==> src/swre_pkg.sv <==
// ---------------------------------------------------------------------------
// swre_pkg
// Types, widths, codes and helpers for the sliding-window rate estimator.
// ---------------------------------------------------------------------------
package swre_pkg;

   localparam int MAX_WINDOW = 64;
   localparam int IDX_W      = (MAX_WINDOW > 1) ? $clog2(MAX_WINDOW) : 1;
   localparam int CNT_W      = $clog2(MAX_WINDOW + 1);

   localparam int SAMPLE_W   = 32;
   localparam int RATE_W     = 32;
   localparam int LEN_W      = 7;
   localparam int PERIOD_W   = 16;
   localparam int CSR_IDX_W  = 2;
   localparam int CSR_DATA_W = 16;
   localparam int CMP_W      = (CNT_W > LEN_W) ? CNT_W : LEN_W;

   // datapath widths
   localparam int NN_W  = 3 * CNT_W;                      // n*(n*n-1)
   localparam int MA_W  = SAMPLE_W + 1;                   // multiplier port a
   localparam int MB_W  = NN_W + 1;                       // multiplier port b
   localparam int P_W   = MA_W + MB_W;
   localparam int ACC_W = SAMPLE_W + CNT_W + 1 + IDX_W;   // weighted sum
   localparam int NUM_W = ACC_W + 11;                     // sum * 1536
   localparam int DEN_W = NN_W + PERIOD_W;
   localparam int DIT_W = $clog2(NUM_W + 1);

   localparam logic [CSR_IDX_W-1:0] CSR_WINDOW_LENGTH = 2'd0;
   localparam logic [CSR_IDX_W-1:0] CSR_SAMPLE_PERIOD = 2'd1;
   localparam logic [CSR_IDX_W-1:0] CSR_SLOPE_MODE    = 2'd2;

   localparam logic FUNC_SAMPLE   = 1'b0;
   localparam logic FUNC_CLEAR    = 1'b1;
   localparam logic MODE_ENDPOINT = 1'b0;
   localparam logic MODE_LSQ      = 1'b1;

   localparam logic [LEN_W-1:0]    WINDOW_LENGTH_RST = 7'd1;
   localparam logic [PERIOD_W-1:0] SAMPLE_PERIOD_RST = 16'd256;

   localparam logic signed [RATE_W-1:0] RATE_MAX = {1'b0, {(RATE_W-1){1'b1}}};
   localparam logic signed [RATE_W-1:0] RATE_MIN = {1'b1, {(RATE_W-1){1'b0}}};

   typedef struct packed {
      logic                       func;
      logic signed [SAMPLE_W-1:0] sample;
   } req_type;

   typedef struct packed {
      logic signed [RATE_W-1:0] rate;
      logic                     ready_res;
   } rsp_type;

   typedef struct packed {
      logic                    start;
      logic signed [NUM_W-1:0] num;
      logic [DEN_W-1:0]        den;
   } div_cmd_type;

   typedef struct packed {
      logic                     busy;
      logic                     done;
      logic signed [RATE_W-1:0] rate;
   } div_stat_type;

   typedef enum logic [3:0] {
      ST_IDLE,
      ST_RD0,
      ST_RD1,
      ST_RD2,
      ST_SRD,
      ST_SMUL,
      ST_SACC,
      ST_DN1,
      ST_DN2,
      ST_DN3,
      ST_DN4,
      ST_LOAD,
      ST_DIV,
      ST_RESP
   } state_type;

   // Ring buffer address of logical entry ofs, oldest at base.
   function automatic logic [IDX_W-1:0] phys_addr(input logic [IDX_W-1:0] base,
                                                  input logic [CNT_W-1:0] ofs);
      logic [CNT_W:0] s;
      s = (CNT_W+1)'(base) + (CNT_W+1)'(ofs);
      if (s >= (CNT_W+1)'(MAX_WINDOW)) begin
         s = s - (CNT_W+1)'(MAX_WINDOW);
      end
      return s[IDX_W-1:0];
   endfunction

endpackage

==> src/swre_mul.sv <==
// ---------------------------------------------------------------------------
// swre_mul
// Shared signed multiplier with a registered product.
// ---------------------------------------------------------------------------
module swre_mul
   import swre_pkg::*;
(
   input  logic                  clock,
   input  logic signed [MA_W-1:0] mul_a,
   input  logic signed [MB_W-1:0] mul_b,
   output logic signed [P_W-1:0]  prod_ff
);

   logic signed [P_W-1:0] prod_in;

   assign prod_in = P_W'(mul_a) * P_W'(mul_b);

   always_ff @(posedge clock) begin
      prod_ff <= prod_in;
   end

endmodule

==> src/swre_div.sv <==
// ---------------------------------------------------------------------------
// swre_div
// Restoring signed divider, one quotient bit per cycle, truncates toward
// zero and saturates the quotient to the rate range.
// ---------------------------------------------------------------------------
module swre_div
   import swre_pkg::*;
(
   input  logic         clock,
   input  logic         reset,
   input  div_cmd_type  cmd,
   output div_stat_type stat
);

   logic                     busy_ff, busy_in;
   logic                     done_ff, done_in;
   logic                     neg_ff, neg_in;
   logic [NUM_W-1:0]         quo_ff, quo_in;
   logic [DEN_W-1:0]         rem_ff, rem_in;
   logic [DEN_W-1:0]         den_ff, den_in;
   logic [DIT_W-1:0]         cnt_ff, cnt_in;
   logic signed [RATE_W-1:0] rate_ff, rate_in;

   logic [DEN_W:0]  trial;
   logic            pos_ovf;
   logic            neg_ovf;

   assign trial   = {rem_ff, quo_ff[NUM_W-1]};
   assign pos_ovf = |quo_ff[NUM_W-1:RATE_W-1];
   assign neg_ovf = (|quo_ff[NUM_W-1:RATE_W]) ||
                    (quo_ff[RATE_W-1] && (|quo_ff[RATE_W-2:0]));

   // next values
   always_comb begin
      busy_in = busy_ff;
      done_in = 1'b0;
      neg_in  = neg_ff;
      quo_in  = quo_ff;
      rem_in  = rem_ff;
      den_in  = den_ff;
      cnt_in  = cnt_ff;
      rate_in = rate_ff;
      if (cmd.start) begin
         busy_in = 1'b1;
         neg_in  = cmd.num[NUM_W-1];
         quo_in  = cmd.num[NUM_W-1] ? NUM_W'(-cmd.num) : NUM_W'(cmd.num);
         rem_in  = '0;
         den_in  = cmd.den;
         cnt_in  = DIT_W'(NUM_W);
      end else if (busy_ff && (cnt_ff != '0)) begin
         if (trial >= {1'b0, den_ff}) begin
            rem_in = DEN_W'(trial - {1'b0, den_ff});
            quo_in = {quo_ff[NUM_W-2:0], 1'b1};
         end else begin
            rem_in = trial[DEN_W-1:0];
            quo_in = {quo_ff[NUM_W-2:0], 1'b0};
         end
         cnt_in = cnt_ff - DIT_W'(1);
      end else if (busy_ff) begin
         // quotient magnitude complete: sign and saturate
         busy_in = 1'b0;
         done_in = 1'b1;
         if (!neg_ff && pos_ovf) begin
            rate_in = RATE_MAX;
         end else if (neg_ff && neg_ovf) begin
            rate_in = RATE_MIN;
         end else if (neg_ff) begin
            rate_in = -$signed(quo_ff[RATE_W-1:0]);
         end else begin
            rate_in = $signed(quo_ff[RATE_W-1:0]);
         end
      end
   end

   always_ff @(posedge clock) begin
      if (reset) begin
         busy_ff <= 1'b0;
         done_ff <= 1'b0;
      end else begin
         busy_ff <= busy_in;
         done_ff <= done_in;
      end
      neg_ff  <= neg_in;
      quo_ff  <= quo_in;
      rem_ff  <= rem_in;
      den_ff  <= den_in;
      cnt_ff  <= cnt_in;
      rate_ff <= rate_in;
   end

   assign stat.busy = busy_ff;
   assign stat.done = done_ff;
   assign stat.rate = rate_ff;

endmodule

==> src/sliding_window_rate_estimator.sv <==
// ---------------------------------------------------------------------------
// sliding_window_rate_estimator
// Rate of change of a Q16.16 channel over a window of recent samples.
// ---------------------------------------------------------------------------
// One transaction at a time: req_ready is high only when the block is idle,
// and each transaction gives one response. A clear goes straight to the response.
// Endpoint mode (slope_mode 0) makes two window reads, one multiply for the
// denominator, and a 57-step restoring divide, then signs, saturates and
// reports. Regression mode has one shared multiplier walk the ring buffer
// memory, read, multiply, accumulate, per sample, then build the denominator
// in three multiplies, then the same divider runs; with fewer than two
// samples it answers a zero rate. Response stalls hold the result in the
// response state. The window memory needs no clearing pass; a fill count
// tracks which entries are live.
// ---------------------------------------------------------------------------
module sliding_window_rate_estimator
   import swre_pkg::*;
(
   input  logic                  clock,
   input  logic                  reset,
   input  logic                  req_valid,
   output logic                  req_ready,
   input  req_type               req_data,
   output logic                  rsp_valid,
   input  logic                  rsp_ready,
   output rsp_type               rsp_data,
   input  logic                  csr_we,
   input  logic [CSR_IDX_W-1:0]  csr_index,
   input  logic [CSR_DATA_W-1:0] csr_wdata
);

   state_type state_ff, state_in;

   logic [LEN_W-1:0]    wl_ff;
   logic [PERIOD_W-1:0] period_ff;
   logic                mode_ff;

   logic [CNT_W-1:0]         fill_ff, fill_in;
   logic [IDX_W-1:0]         head_ff, head_in;
   logic [CNT_W-1:0]         idx_ff, idx_in;
   logic signed [ACC_W-1:0]  acc_ff, acc_in;
   logic [DEN_W-1:0]         den_ff, den_in;
   logic signed [RATE_W-1:0] rate_ff, rate_in;
   logic                     rres_ff, rres_in;

   logic signed [SAMPLE_W-1:0] mem [MAX_WINDOW];
   logic signed [SAMPLE_W-1:0] rd_ff;
   logic [IDX_W-1:0]           raddr;
   logic [IDX_W-1:0]           waddr;
   logic                       mem_we;

   logic                   req_fire;
   logic [CNT_W-1:0]       len_eff;
   logic [PERIOD_W-1:0]    period_eff;
   logic [CNT_W-1:0]       fill_upd;
   logic [IDX_W-1:0]       head_upd;
   logic [CMP_W-1:0]       wl_ext;
   logic signed [MA_W-1:0] mul_a;
   logic signed [MB_W-1:0] mul_b;
   logic signed [P_W-1:0]  prod;
   logic signed [MB_W-1:0] weight;
   logic signed [NUM_W-1:0] num_ext;
   logic signed [NUM_W-1:0] num;
   div_cmd_type            div_cmd;
   div_stat_type           div_stat;

   // configuration registers
   always_ff @(posedge clock) begin
      if (reset) begin
         wl_ff     <= WINDOW_LENGTH_RST;
         period_ff <= SAMPLE_PERIOD_RST;
         mode_ff   <= MODE_ENDPOINT;
      end else if (csr_we) begin
         case (csr_index)
            CSR_WINDOW_LENGTH: wl_ff     <= csr_wdata[LEN_W-1:0];
            CSR_SAMPLE_PERIOD: period_ff <= csr_wdata[PERIOD_W-1:0];
            CSR_SLOPE_MODE:    mode_ff   <= csr_wdata[0];
            default: ;
         endcase
      end
   end

   // effective window length and period
   assign wl_ext = CMP_W'(wl_ff);
   always_comb begin
      if (wl_ext == '0) begin
         len_eff = CNT_W'(1);
      end else if (wl_ext > CMP_W'(MAX_WINDOW)) begin
         len_eff = CNT_W'(MAX_WINDOW);
      end else begin
         len_eff = CNT_W'(wl_ext);
      end
   end
   assign period_eff = (period_ff == '0) ? PERIOD_W'(1) : period_ff;

   // window update: grow, or drop the oldest and write past the newest
   assign req_fire = req_valid && req_ready;
   assign fill_upd = (fill_ff < len_eff) ? fill_ff + CNT_W'(1) : fill_ff;
   assign head_upd = (fill_ff < len_eff) ? head_ff : phys_addr(head_ff, CNT_W'(1));
   assign waddr    = phys_addr(head_ff, fill_ff);
   assign mem_we   = req_fire && (req_data.func == FUNC_SAMPLE);

   // window memory
   always_ff @(posedge clock) begin
      if (mem_we) begin
         mem[waddr] <= req_data.sample;
      end
      rd_ff <= mem[raddr];
   end

   assign weight  = $signed(MB_W'({idx_ff, 1'b0}) - MB_W'(fill_ff) + MB_W'(1));
   assign num_ext = NUM_W'(acc_ff);
   assign num     = (mode_ff == MODE_LSQ) ? (num_ext <<< 10) + (num_ext <<< 9)
                                          : (num_ext <<< 8);

   swre_mul u_mul (
      .clock   (clock),
      .mul_a   (mul_a),
      .mul_b   (mul_b),
      .prod_ff (prod)
   );

   swre_div u_div (
      .clock (clock),
      .reset (reset),
      .cmd   (div_cmd),
      .stat  (div_stat)
   );

   // next state
   always_comb begin
      state_in = state_ff;
      case (state_ff)
         ST_IDLE: begin
            if (req_fire) begin
               if (req_data.func == FUNC_CLEAR) begin
                  state_in = ST_RESP;
               end else if (mode_ff == MODE_ENDPOINT) begin
                  state_in = ST_RD0;
               end else if (fill_upd < CNT_W'(2)) begin
                  state_in = ST_RESP;
               end else begin
                  state_in = ST_SRD;
               end
            end
         end
         ST_RD0:  state_in = ST_RD1;
         ST_RD1:  state_in = ST_RD2;
         ST_RD2:  state_in = ST_LOAD;
         ST_SRD:  state_in = ST_SMUL;
         ST_SMUL: state_in = ST_SACC;
         ST_SACC: state_in = (idx_ff == fill_ff - CNT_W'(1)) ? ST_DN1 : ST_SRD;
         ST_DN1:  state_in = ST_DN2;
         ST_DN2:  state_in = ST_DN3;
         ST_DN3:  state_in = ST_DN4;
         ST_DN4:  state_in = ST_LOAD;
         ST_LOAD: state_in = ST_DIV;
         ST_DIV:  state_in = div_stat.done ? ST_RESP : ST_DIV;
         ST_RESP: state_in = rsp_ready ? ST_IDLE : ST_RESP;
         default: state_in = ST_IDLE;
      endcase
   end

   // sequencer outputs: handshake, read address, multiplier operands, divide start
   always_comb begin
      req_ready     = 1'b0;
      rsp_valid     = 1'b0;
      raddr         = phys_addr(head_ff, idx_ff);
      mul_a         = '0;
      mul_b         = '0;
      div_cmd.start = 1'b0;
      div_cmd.num   = num;
      div_cmd.den   = den_ff;
      case (state_ff)
         ST_IDLE: req_ready = 1'b1;
         ST_RD0:  raddr = phys_addr(head_ff, '0);
         ST_RD1: begin
            raddr = phys_addr(head_ff, fill_ff - CNT_W'(1));
            mul_a = MA_W'($signed({1'b0, period_eff}));
            mul_b = MB_W'($signed({1'b0, fill_ff}));
         end
         ST_SMUL: begin
            mul_a = MA_W'(rd_ff);
            mul_b = weight;
         end
         ST_DN1: begin
            mul_a = MA_W'($signed({1'b0, fill_ff}));
            mul_b = MB_W'($signed({1'b0, fill_ff}));
         end
         ST_DN2: begin
            mul_a = MA_W'($signed({1'b0, fill_ff}));
            mul_b = MB_W'(prod) - MB_W'(1);
         end
         ST_DN3: begin
            mul_a = MA_W'($signed({1'b0, period_eff}));
            mul_b = MB_W'(prod);
         end
         ST_LOAD: div_cmd.start = 1'b1;
         ST_RESP: rsp_valid = 1'b1;
         default: ;
      endcase
   end

   // datapath next values
   always_comb begin
      fill_in = fill_ff;
      head_in = head_ff;
      idx_in  = idx_ff;
      acc_in  = acc_ff;
      den_in  = den_ff;
      rate_in = rate_ff;
      rres_in = rres_ff;
      case (state_ff)
         ST_IDLE: begin
            if (req_fire) begin
               rate_in = '0;
               idx_in  = '0;
               acc_in  = '0;
               if (req_data.func == FUNC_CLEAR) begin
                  fill_in = '0;
                  head_in = '0;
                  rres_in = 1'b0;
               end else begin
                  fill_in = fill_upd;
                  head_in = head_upd;
                  rres_in = (fill_upd >= len_eff);
               end
            end
         end
         ST_RD2: begin
            // oldest sample sits in acc, newest just read
            acc_in = ACC_W'(rd_ff) - acc_ff;
            den_in = prod[DEN_W-1:0];
         end
         ST_SACC: begin
            acc_in = acc_ff + ACC_W'(prod);
            idx_in = idx_ff + CNT_W'(1);
         end
         ST_DN4:  den_in = prod[DEN_W-1:0];
         ST_DIV: begin
            if (div_stat.done) begin
               rate_in = div_stat.rate;
            end
         end
         default: ;
      endcase
      if (state_ff == ST_RD1) begin
         acc_in = ACC_W'(rd_ff);
      end
   end

   always_ff @(posedge clock) begin
      if (reset) begin
         state_ff <= ST_IDLE;
         fill_ff  <= '0;
         head_ff  <= '0;
         rres_ff  <= 1'b0;
      end else begin
         state_ff <= state_in;
         fill_ff  <= fill_in;
         head_ff  <= head_in;
         rres_ff  <= rres_in;
      end
      idx_ff  <= idx_in;
      acc_ff  <= acc_in;
      den_ff  <= den_in;
      rate_ff <= rate_in;
   end

   assign rsp_data.rate      = rate_ff;
   assign rsp_data.ready_res = rres_ff;

endmodule

==> config.mk <==
export PLATFORM = sky130hd
export DESIGN_NAME = sliding_window_rate_estimator
export DESIGN_NICKNAME = d
export VERILOG_FILES = /design/src/swre_pkg.sv /design/src/swre_mul.sv /design/src/swre_div.sv /design/src/sliding_window_rate_estimator.sv
export SDC_FILE = /design/constraint.sdc
export NUM_CORES = 2
export LEC_CHECK = 0
export BUFFER_PORTS_ARGS = -buffer_cell sky130_fd_sc_hd__buf_2
export CAP_MARGIN = 20
export CORE_UTILIZATION = 30
export DETAILED_ROUTE_END_ITERATION = 6
export PLACE_DENSITY = 0.5
export SETUP_SLACK_MARGIN = 0.3
export SLEW_MARGIN = 20
export SYNTH_ARGS = -nofsm -noshare
export SYNTH_HDL_FRONTEND = slang
export SYNTH_SLANG_ARGS = --single-unit
==> constraint.sdc <==
create_clock -name clock -period 11 [get_ports clock]
set_clock_uncertainty 0.1 [all_clocks]
set_input_delay 2.75 -clock clock [delete_from_list [all_inputs] [get_ports clock]]
set_output_delay 2.75 -clock clock [all_outputs]
set_load 0.01 [all_outputs]
# Yosys cells after proc, flatten, opt, wreduce, memory -nomap -nowiden
# Memory sizes are Yosys's and may differ from the RTL's. A register that Yosys moved wholly into a read port is not among the register bits.
# Cells that the tools add are included.
dict set report classes {
  add_sub_neg 22
  mul 1
  div_mod_pow 0
  order_cmp 10
  n_eq_ne 21
  shift 0
  mux 48
  n_bitwise 3
  n_reduce_logical 34
}
# operator count
set op_table {}
lappend op_table {{2-to-1 mux 57 bit} 4}
lappend op_table {{case mux 46 bit (3 select lines)} 1}
lappend op_table {{2-to-1 mux 32 bit} 4}
lappend op_table {{case mux 33 bit (3 select lines)} 1}
lappend op_table {{2-to-1 mux 46 bit} 2}
lappend op_table {{case mux 22 bit (4 select lines)} 1}
lappend op_table {{case mux 32 bit (2 select lines)} 1}
lappend op_table {{adder 56 x 55 -> 57 bit} 1}
lappend op_table {{negator 57 bit} 1}
lappend op_table {{case mux 4 bit (13 select lines)} 1}
lappend op_table {{adder 46 bit} 1}
lappend op_table {{multiplier 33 x 22 -> 46 bit} 1}
lappend op_table {{subtractor 32 x 46 -> 46 bit} 1}
lappend op_table {{2-to-1 mux 6 bit} 7}
lappend op_table {{>= comparator 38 x 37 -> 1 bit} 1}
lappend op_table {{2-to-1 mux 37 bit} 1}
lappend op_table {{subtractor 37 bit} 1}
lappend op_table {{subtractor 6 x 1 -> 6 bit, second input constant} 6}
lappend op_table {{2-to-1 mux 7 bit} 5}
lappend op_table {{negator 32 bit} 1}
lappend op_table {{OR reduction 31 bit} 1}
lappend op_table {{OR reduction 26 bit} 1}
lappend op_table {{OR reduction 25 bit} 1}
lappend op_table {{adder 6 x 7 -> 8 bit} 3}
lappend op_table {{44 further kinds} 91}
dict set report totals {
  regBits 382
  latchBits 0
  ram_bits 2048
  rom_bits 0
  inputBits 56
  out_inout_bits 35
  elab_cells 160
  n_memories 1
}
# memory depth width rd rd_ports_with_merged_regs wr line_no
set memory_table {}
lappend memory_table {mem 64 32 1 1 1 sliding_window_rate_estimator.sv:46} ;# logic signed [SAMPLE_W-1:0] mem [MAX_WINDOW];

# Logic depth before layout (Yosys ltp)
dict set report logic_depth {
  depth_word 11
  ltp_mapped 41
  ltp_nobuf 38
}

# By module
# From an unflattened synthesis, not the netlist that was laid out.
dict set report unflattened {
  cells_unflattened 9518
  hier_area_um2 133082.6
}
# mod instances cells_each area_per_inst_um2 seq_area_each_um2
set modules_own_cells {}
lappend modules_own_cells {sliding_window_rate_estimator 1 5431 95621.7 66643.9}
lappend modules_own_cells {swre_mul 1 2891 26556.7 1101.1}
lappend modules_own_cells {swre_div 1 1196 10904.2 4714.5}

# Worst setup path after synthesis
# OpenSTA, ideal clock, no wires.
dict set report synth_path {
  path_type {register to register}
  startpoint {register fill_ff[1]}
  endpoint {register u_mul.prod_ff[44]}
  setup_ns 0.072
  arrival_time_ns 9.520
  required_ns 10.828
  slack_ns 1.307
  stages_incl_launch_ff 38
  path_buffers 3
  synth_period_minus_slack_ns 9.693
  path_cell_list {dfxtp_1 > clkbuf_1 > inv_1 > ha_1 > a21oi_1 > o21ai_0 > a311oi_1 > xnor2_1 > nand4_1 > o21ai_1 > clkbuf_1 > o21a_1 > clkbuf_1 > nor2_1 > fa_1 > inv_1 > fa_1 > inv_1 > [2 not listed] > fa_1 > inv_1 > fa_1 > fa_1 > inv_1 > fa_1 > inv_1 > ha_1 > a2111o_1 > nor3_1 > a21oi_1 > a22oi_1 > a21oi_1 > a41o_1 > or4_1 > a31o_2 > a21oi_1 > xnor2_1}
}
dict set report synth_via {
  elab_chain_cells 4
  word_cells_on_any_way 5
  cone_classes {add/sub: 2; mul: 1; mux: 2}
}
# item line_no
set synth_lines {}
lappend synth_lines {{start: declaration} sliding_window_rate_estimator.sv:38} ;# logic [CNT_W-1:0] fill_ff, fill_in;
lappend synth_lines {{start signal: assignment} sliding_window_rate_estimator.sv:260} ;# fill_ff <= fill_in;
lappend synth_lines {{subtractor 8 x 7 -> 9 bit} sliding_window_rate_estimator.sv:111} ;# assign weight = $signed(MB_W'({idx_ff, 1'b0}) - MB_W'(fill_ff) + MB_W'(1));
lappend synth_lines {{adder 9 x 2 -> 10 bit} sliding_window_rate_estimator.sv:111}
lappend synth_lines {{case mux 22 bit (4 select lines)} sliding_window_rate_estimator.sv:174} ;# case (state_ff)
lappend synth_lines {{multiplier 33 x 22 -> 46 bit *} swre_mul.sv:16} ;# assign prod_in = P_W'(mul_a) * P_W'(mul_b);
lappend synth_lines {{net u_mul.prod_in[44]} swre_mul.sv:14} ;# logic signed [P_W-1:0] prod_in;
lappend synth_lines {{end signal: assignment} swre_mul.sv:19} ;# prod_ff <= prod_in;
lappend synth_lines {{end: declaration} swre_mul.sv:11} ;# output logic signed [P_W-1:0] prod_ff
# The timed path passes the listed nets; every way through them passes the cells marked *.
# A chain may end at the register's enable or synchronous reset.

# Worst setup path after layout
dict set report layout_path {
  startpoint {register u_mul.prod_ff[8]}
  endpoint {register u_mul.prod_ff[44]}
}
dict set report layout_via {
  elab_chain_cells 3
}
# item line_no
set layout_lines {}
lappend layout_lines {{subtractor 22 x 2 -> 22 bit} sliding_window_rate_estimator.sv:192} ;# mul_b = MB_W'(prod) - MB_W'(1);
lappend layout_lines {{case mux 22 bit (4 select lines) *} sliding_window_rate_estimator.sv:174}
lappend layout_lines {{multiplier 33 x 22 -> 46 bit *} swre_mul.sv:16}
lappend layout_lines {{net u_mul.prod_in[44]} swre_mul.sv:14}
# Marked as above.

==> out/results.txt <==
Outcome -> completed
Final Max Tran Viols -> 0
Yosys top cell by area -> edfxtp_1
Clk_lat worst skew -> 0.91 ns
Layout cells sized above 1 -> 15.2%
Internal power -> 22400 uW
Routed wire length -> 389000 um
First-pass GRT wire length -> 562000 um
Core ar. -> 0.427 mm^2
Clock-pin slew on the worst setup and hold paths -> 0.08 ns
Iteration-0 DRC Markers -> 7134
Width of the die -> 657 um
Clock buffer depth -> 4
EDFF count, synth -> 2297
Die Footprint -> 0.432 mm^2
Peak supply drop -> 254 uV
Setup crit end kind -> flip-flop
Synthesized area -> 0.129 mm^2
Placer Congestion -> 0.900
Arr. time, crit path -> 11.00 ns
Leak pwr -> 0.0524 uW
Total Routing Usage GR -> 17.7%
Final setup viols -> 0
Hpwl dp -> 256000 um
Post-Synth Adder-Cell Area -> 13.1%
Top cell by count, worst path -> fa_1
Switching share of power -> 39.8%
Relative slew slack -> 15.4%
RSZ-0062 raised after global routing -> false
Multiplexer share of the synthesized area -> 10.4%
Slowest CP cell -> fa_1
Simple-gate share of the synthesized area -> 6.91%
Fin. Hold Viols -> 0
Post-CTS repair timing setup buffer count -> 0
Setup TNS -> 0 ns
Pin count of the biggest net entering global routing -> 100
Via count -> 77600
Library cells used by synthesis -> 97
Placed Instances -> 14800
Final Power -> 37300 uW
Rows -> 240
Sink Count -> 2462
Hold Crit Class -> reg -> reg
#FFs+latches synth -> 2462
Top cells by area, synth -> edfxtp_1, fa_1, mux4_2
Initial antenna violation count -> 25
DR pass1 iterations -> 6
Psw -> 14800 uW
Synthesis-to-layout area growth -> 13.9%
Busiest grt layer -> met2
Total Nets Final -> 10400
Asr flop ratio synth -> 0%
Vias/cell -> 5.08
Combinational group share of total power -> 45.2%
Total grt overflow -> 0
# DRC -> 0
Clock power frac -> 24.5%
Main synth FF type -> edfxtp_1
Met3 GRT Util -> 2.41%
M1 GR Usage -> 22.8%
Seq/Total Area, Yosys -> 56.2%
Num CTS Buffers -> 280
Max_cap viols -> 0
Main combinational cell family by area after synthesis -> adder cells
Cell Pwr Density -> 254 mW/mm^2
Slowest stage delay, CP -> 0.55 ns
Port Buffers -> 90
Post-Syn Nets -> 10200
Seq pwr share -> 30.4%
Crit Path Category -> reg -> reg
Final worst-path cycle share -> 93.4%
Grt met2 use -> 30.1%
Starting Density -> 30.1%
F_max -> 97.3 MHz
Req. time, crit path -> 11.72 ns
Chip Height -> 657 um
Non-Filler Instances -> 15300
Crit-path max FO -> 21
Synth warnings -> 0
Post-synth top area share -> 53.6%
Mapped Cells -> 9158
Post-Synth XOR/XNOR Area -> 2.08%
DR WL/cell -> 25.5 um
Vias in the first global route -> 80200
Routed Antenna Nets -> 0
Avg Inst Size Synth -> 14.0 um^2
Compound-Gate Fraction of Synth Area -> 7.46%
Worst slew pin tran -> 1.26 ns
Minimum clock period -> 10.28 ns
H-Tree Depth -> 5
I/O pins -> 91
Root Driver -> clkbuf_16
Crit start category -> flip-flop
CTS tree -> done
layout by cell type, fill, tap and decap left out, types with 35 or more instances in the layout:
cell and count:
nand2b_1 45, clkinv_1 47, buf_4 278, nor2_4 65, a21o_1 100, nor3_1 95, a22oi_1 37, xor2_1 109
o21a_1 51, clkbuf_16 290, nor2b_1 162, inv_1 860, mux4_2 512, nand3_1 71, mux2i_1 179, fa_1 625
o21ai_0 245, edfxtp_1 2297, nand2_1 747, nor2_1 419, a211oi_1 240, dfxtp_1 164, clkinv_2 36, xnor2_1 196
o22ai_1 35, a21oi_1 453, buf_2 91, and2_1 94, ha_1 349, clkbuf_1 66
logic make-up (layout without fill, tap and decap cells):
family | count (synthesis) | in the layout
flip-flops | 2462 | 2462
adder cells (fa/ha/maj) | 974 | 974
AND/OR/NAND/NOR | 1921 | 1921
buffers and inverters | 1319 | 1740
multiplexers | 695 | 695
AO/OA/AOI/OAI | 1481 | 1481
other | 0 | 12
XOR/XNOR | 306 | 306
power groups by stage:
stage / combinational, uW / clock, uW / sequential (uW)
after floorplan: 11200 / 0 / 11200
after global placement: 16800 / 0 / 11500
after detailed placement: 16900 / 0 / 11500
after CTS: 17000 / 9320 / 11400
after global routing: 18100 / 9640 / 11400
final: 16800 / 9110 / 11300
state kept, by name (all words and copies together) (netlist names), 16 cells and up:
register	cells
mem	2048
acc_ff	46
u_div.rem_ff	37
u_div.quo_ff	57
rate_ff	32
period_ff	16
u_mul.prod_ff	46
den_ff	37
u_div.den_ff	37
u_div.rate_ff	32
rd_ff	32
critical path, delay by kind of cell (launching register included):
| kind | cells | cell delay, ns |
|---|---|---|
| compound gates | 10 | 2.08 |
| xor+xnor | 2 | 0.25 |
| fa+ha+maj | 8 | 3.79 |
| buf+inv | 4 | 0.51 |
| flops | 1 | 0.36 |
| simple gates | 10 | 3.13 |
cell usage after synthesis (17+ instances only):
| library cell | number |
|---|---|
| a211oi_1 | 248 |
| a21o_1 | 100 |
| a21oi_1 | 457 |
| a22oi_1 | 37 |
| a31oi_1 | 33 |
| and2_1 | 96 |
| and3_1 | 22 |
| buf_1 | 88 |
| clkbuf_1 | 357 |
| dfxtp_1 | 165 |
| edfxtp_1 | 2297 |
| fa_1 | 625 |
| ha_1 | 349 |
| inv_1 | 862 |
| mux2i_1 | 181 |
| mux4_2 | 512 |
| nand2_1 | 749 |
| nand2b_1 | 45 |
| nand3_1 | 73 |
| nand4_1 | 33 |
| nor2_1 | 489 |
| nor2b_1 | 162 |
| nor3_1 | 98 |
| nor3b_1 | 19 |
| nor4_1 | 31 |
| o21a_1 | 54 |
| o21ai_0 | 252 |
| o21bai_1 | 28 |
| o221ai_1 | 17 |
| o22ai_1 | 35 |
| o31ai_1 | 23 |
| or2_2 | 18 |
| or3_1 | 30 |
| xnor2_1 | 197 |
| xor2_1 | 109 |
worst paths after layout:
path	startpoint	endpoint	slack, ns	cells past startpoint
max	u_mul.prod_ff[8]	u_mul.prod_ff[44]	0.72	34
min	den_ff[14]	u_div.den_ff[14]	0.31	0
max reg2reg	u_mul.prod_ff[8]	u_mul.prod_ff[44]	0.72	34
min reg2reg	den_ff[14]	u_div.den_ff[14]	0.31	0
final cells by class:
class,instances,area (um^2)
diodes,12,30.0
clock buffers,362,7590
clock inverters,129,1270
fillers,41200,280000
inverters,865,3250
multi-input cells,5377,52200
flip-flops and latches,2462,72300
well taps,5687,7120
repair buffers,384,2830
routing by layer:
layer	vias up	share of wire [%]
met2	2295	49
met3	589	5.2
li1	34100	-
met4	2	4.2
met5	-	0.0033
met1	40500	42
through the flow:
step / hold slack (ns) / setup WS [ns] / cell area (um^2) / utilization [%]
final: 0.307 / 0.725 / 147000 / 34.3
after CTS: 0.309 / 0.447 / 146000 / 34.3
after global routing: 0.316 / 0.309 / 147000 / 34.3
after floorplan: 0.300 / 1.31 / 129000 / -
after detailed placement: 0.305 / 0.483 / 138000 / 32.2
after global placement: 0.302 / 0.502 / 138000 / 32.2
what timing repair did:
item,CTS,global route
endpoints found under the setup margin,0,4
hold buffers,0,0
gates resized for setup,0,17
Note: power is estimated with default switching activity, not from simulation.
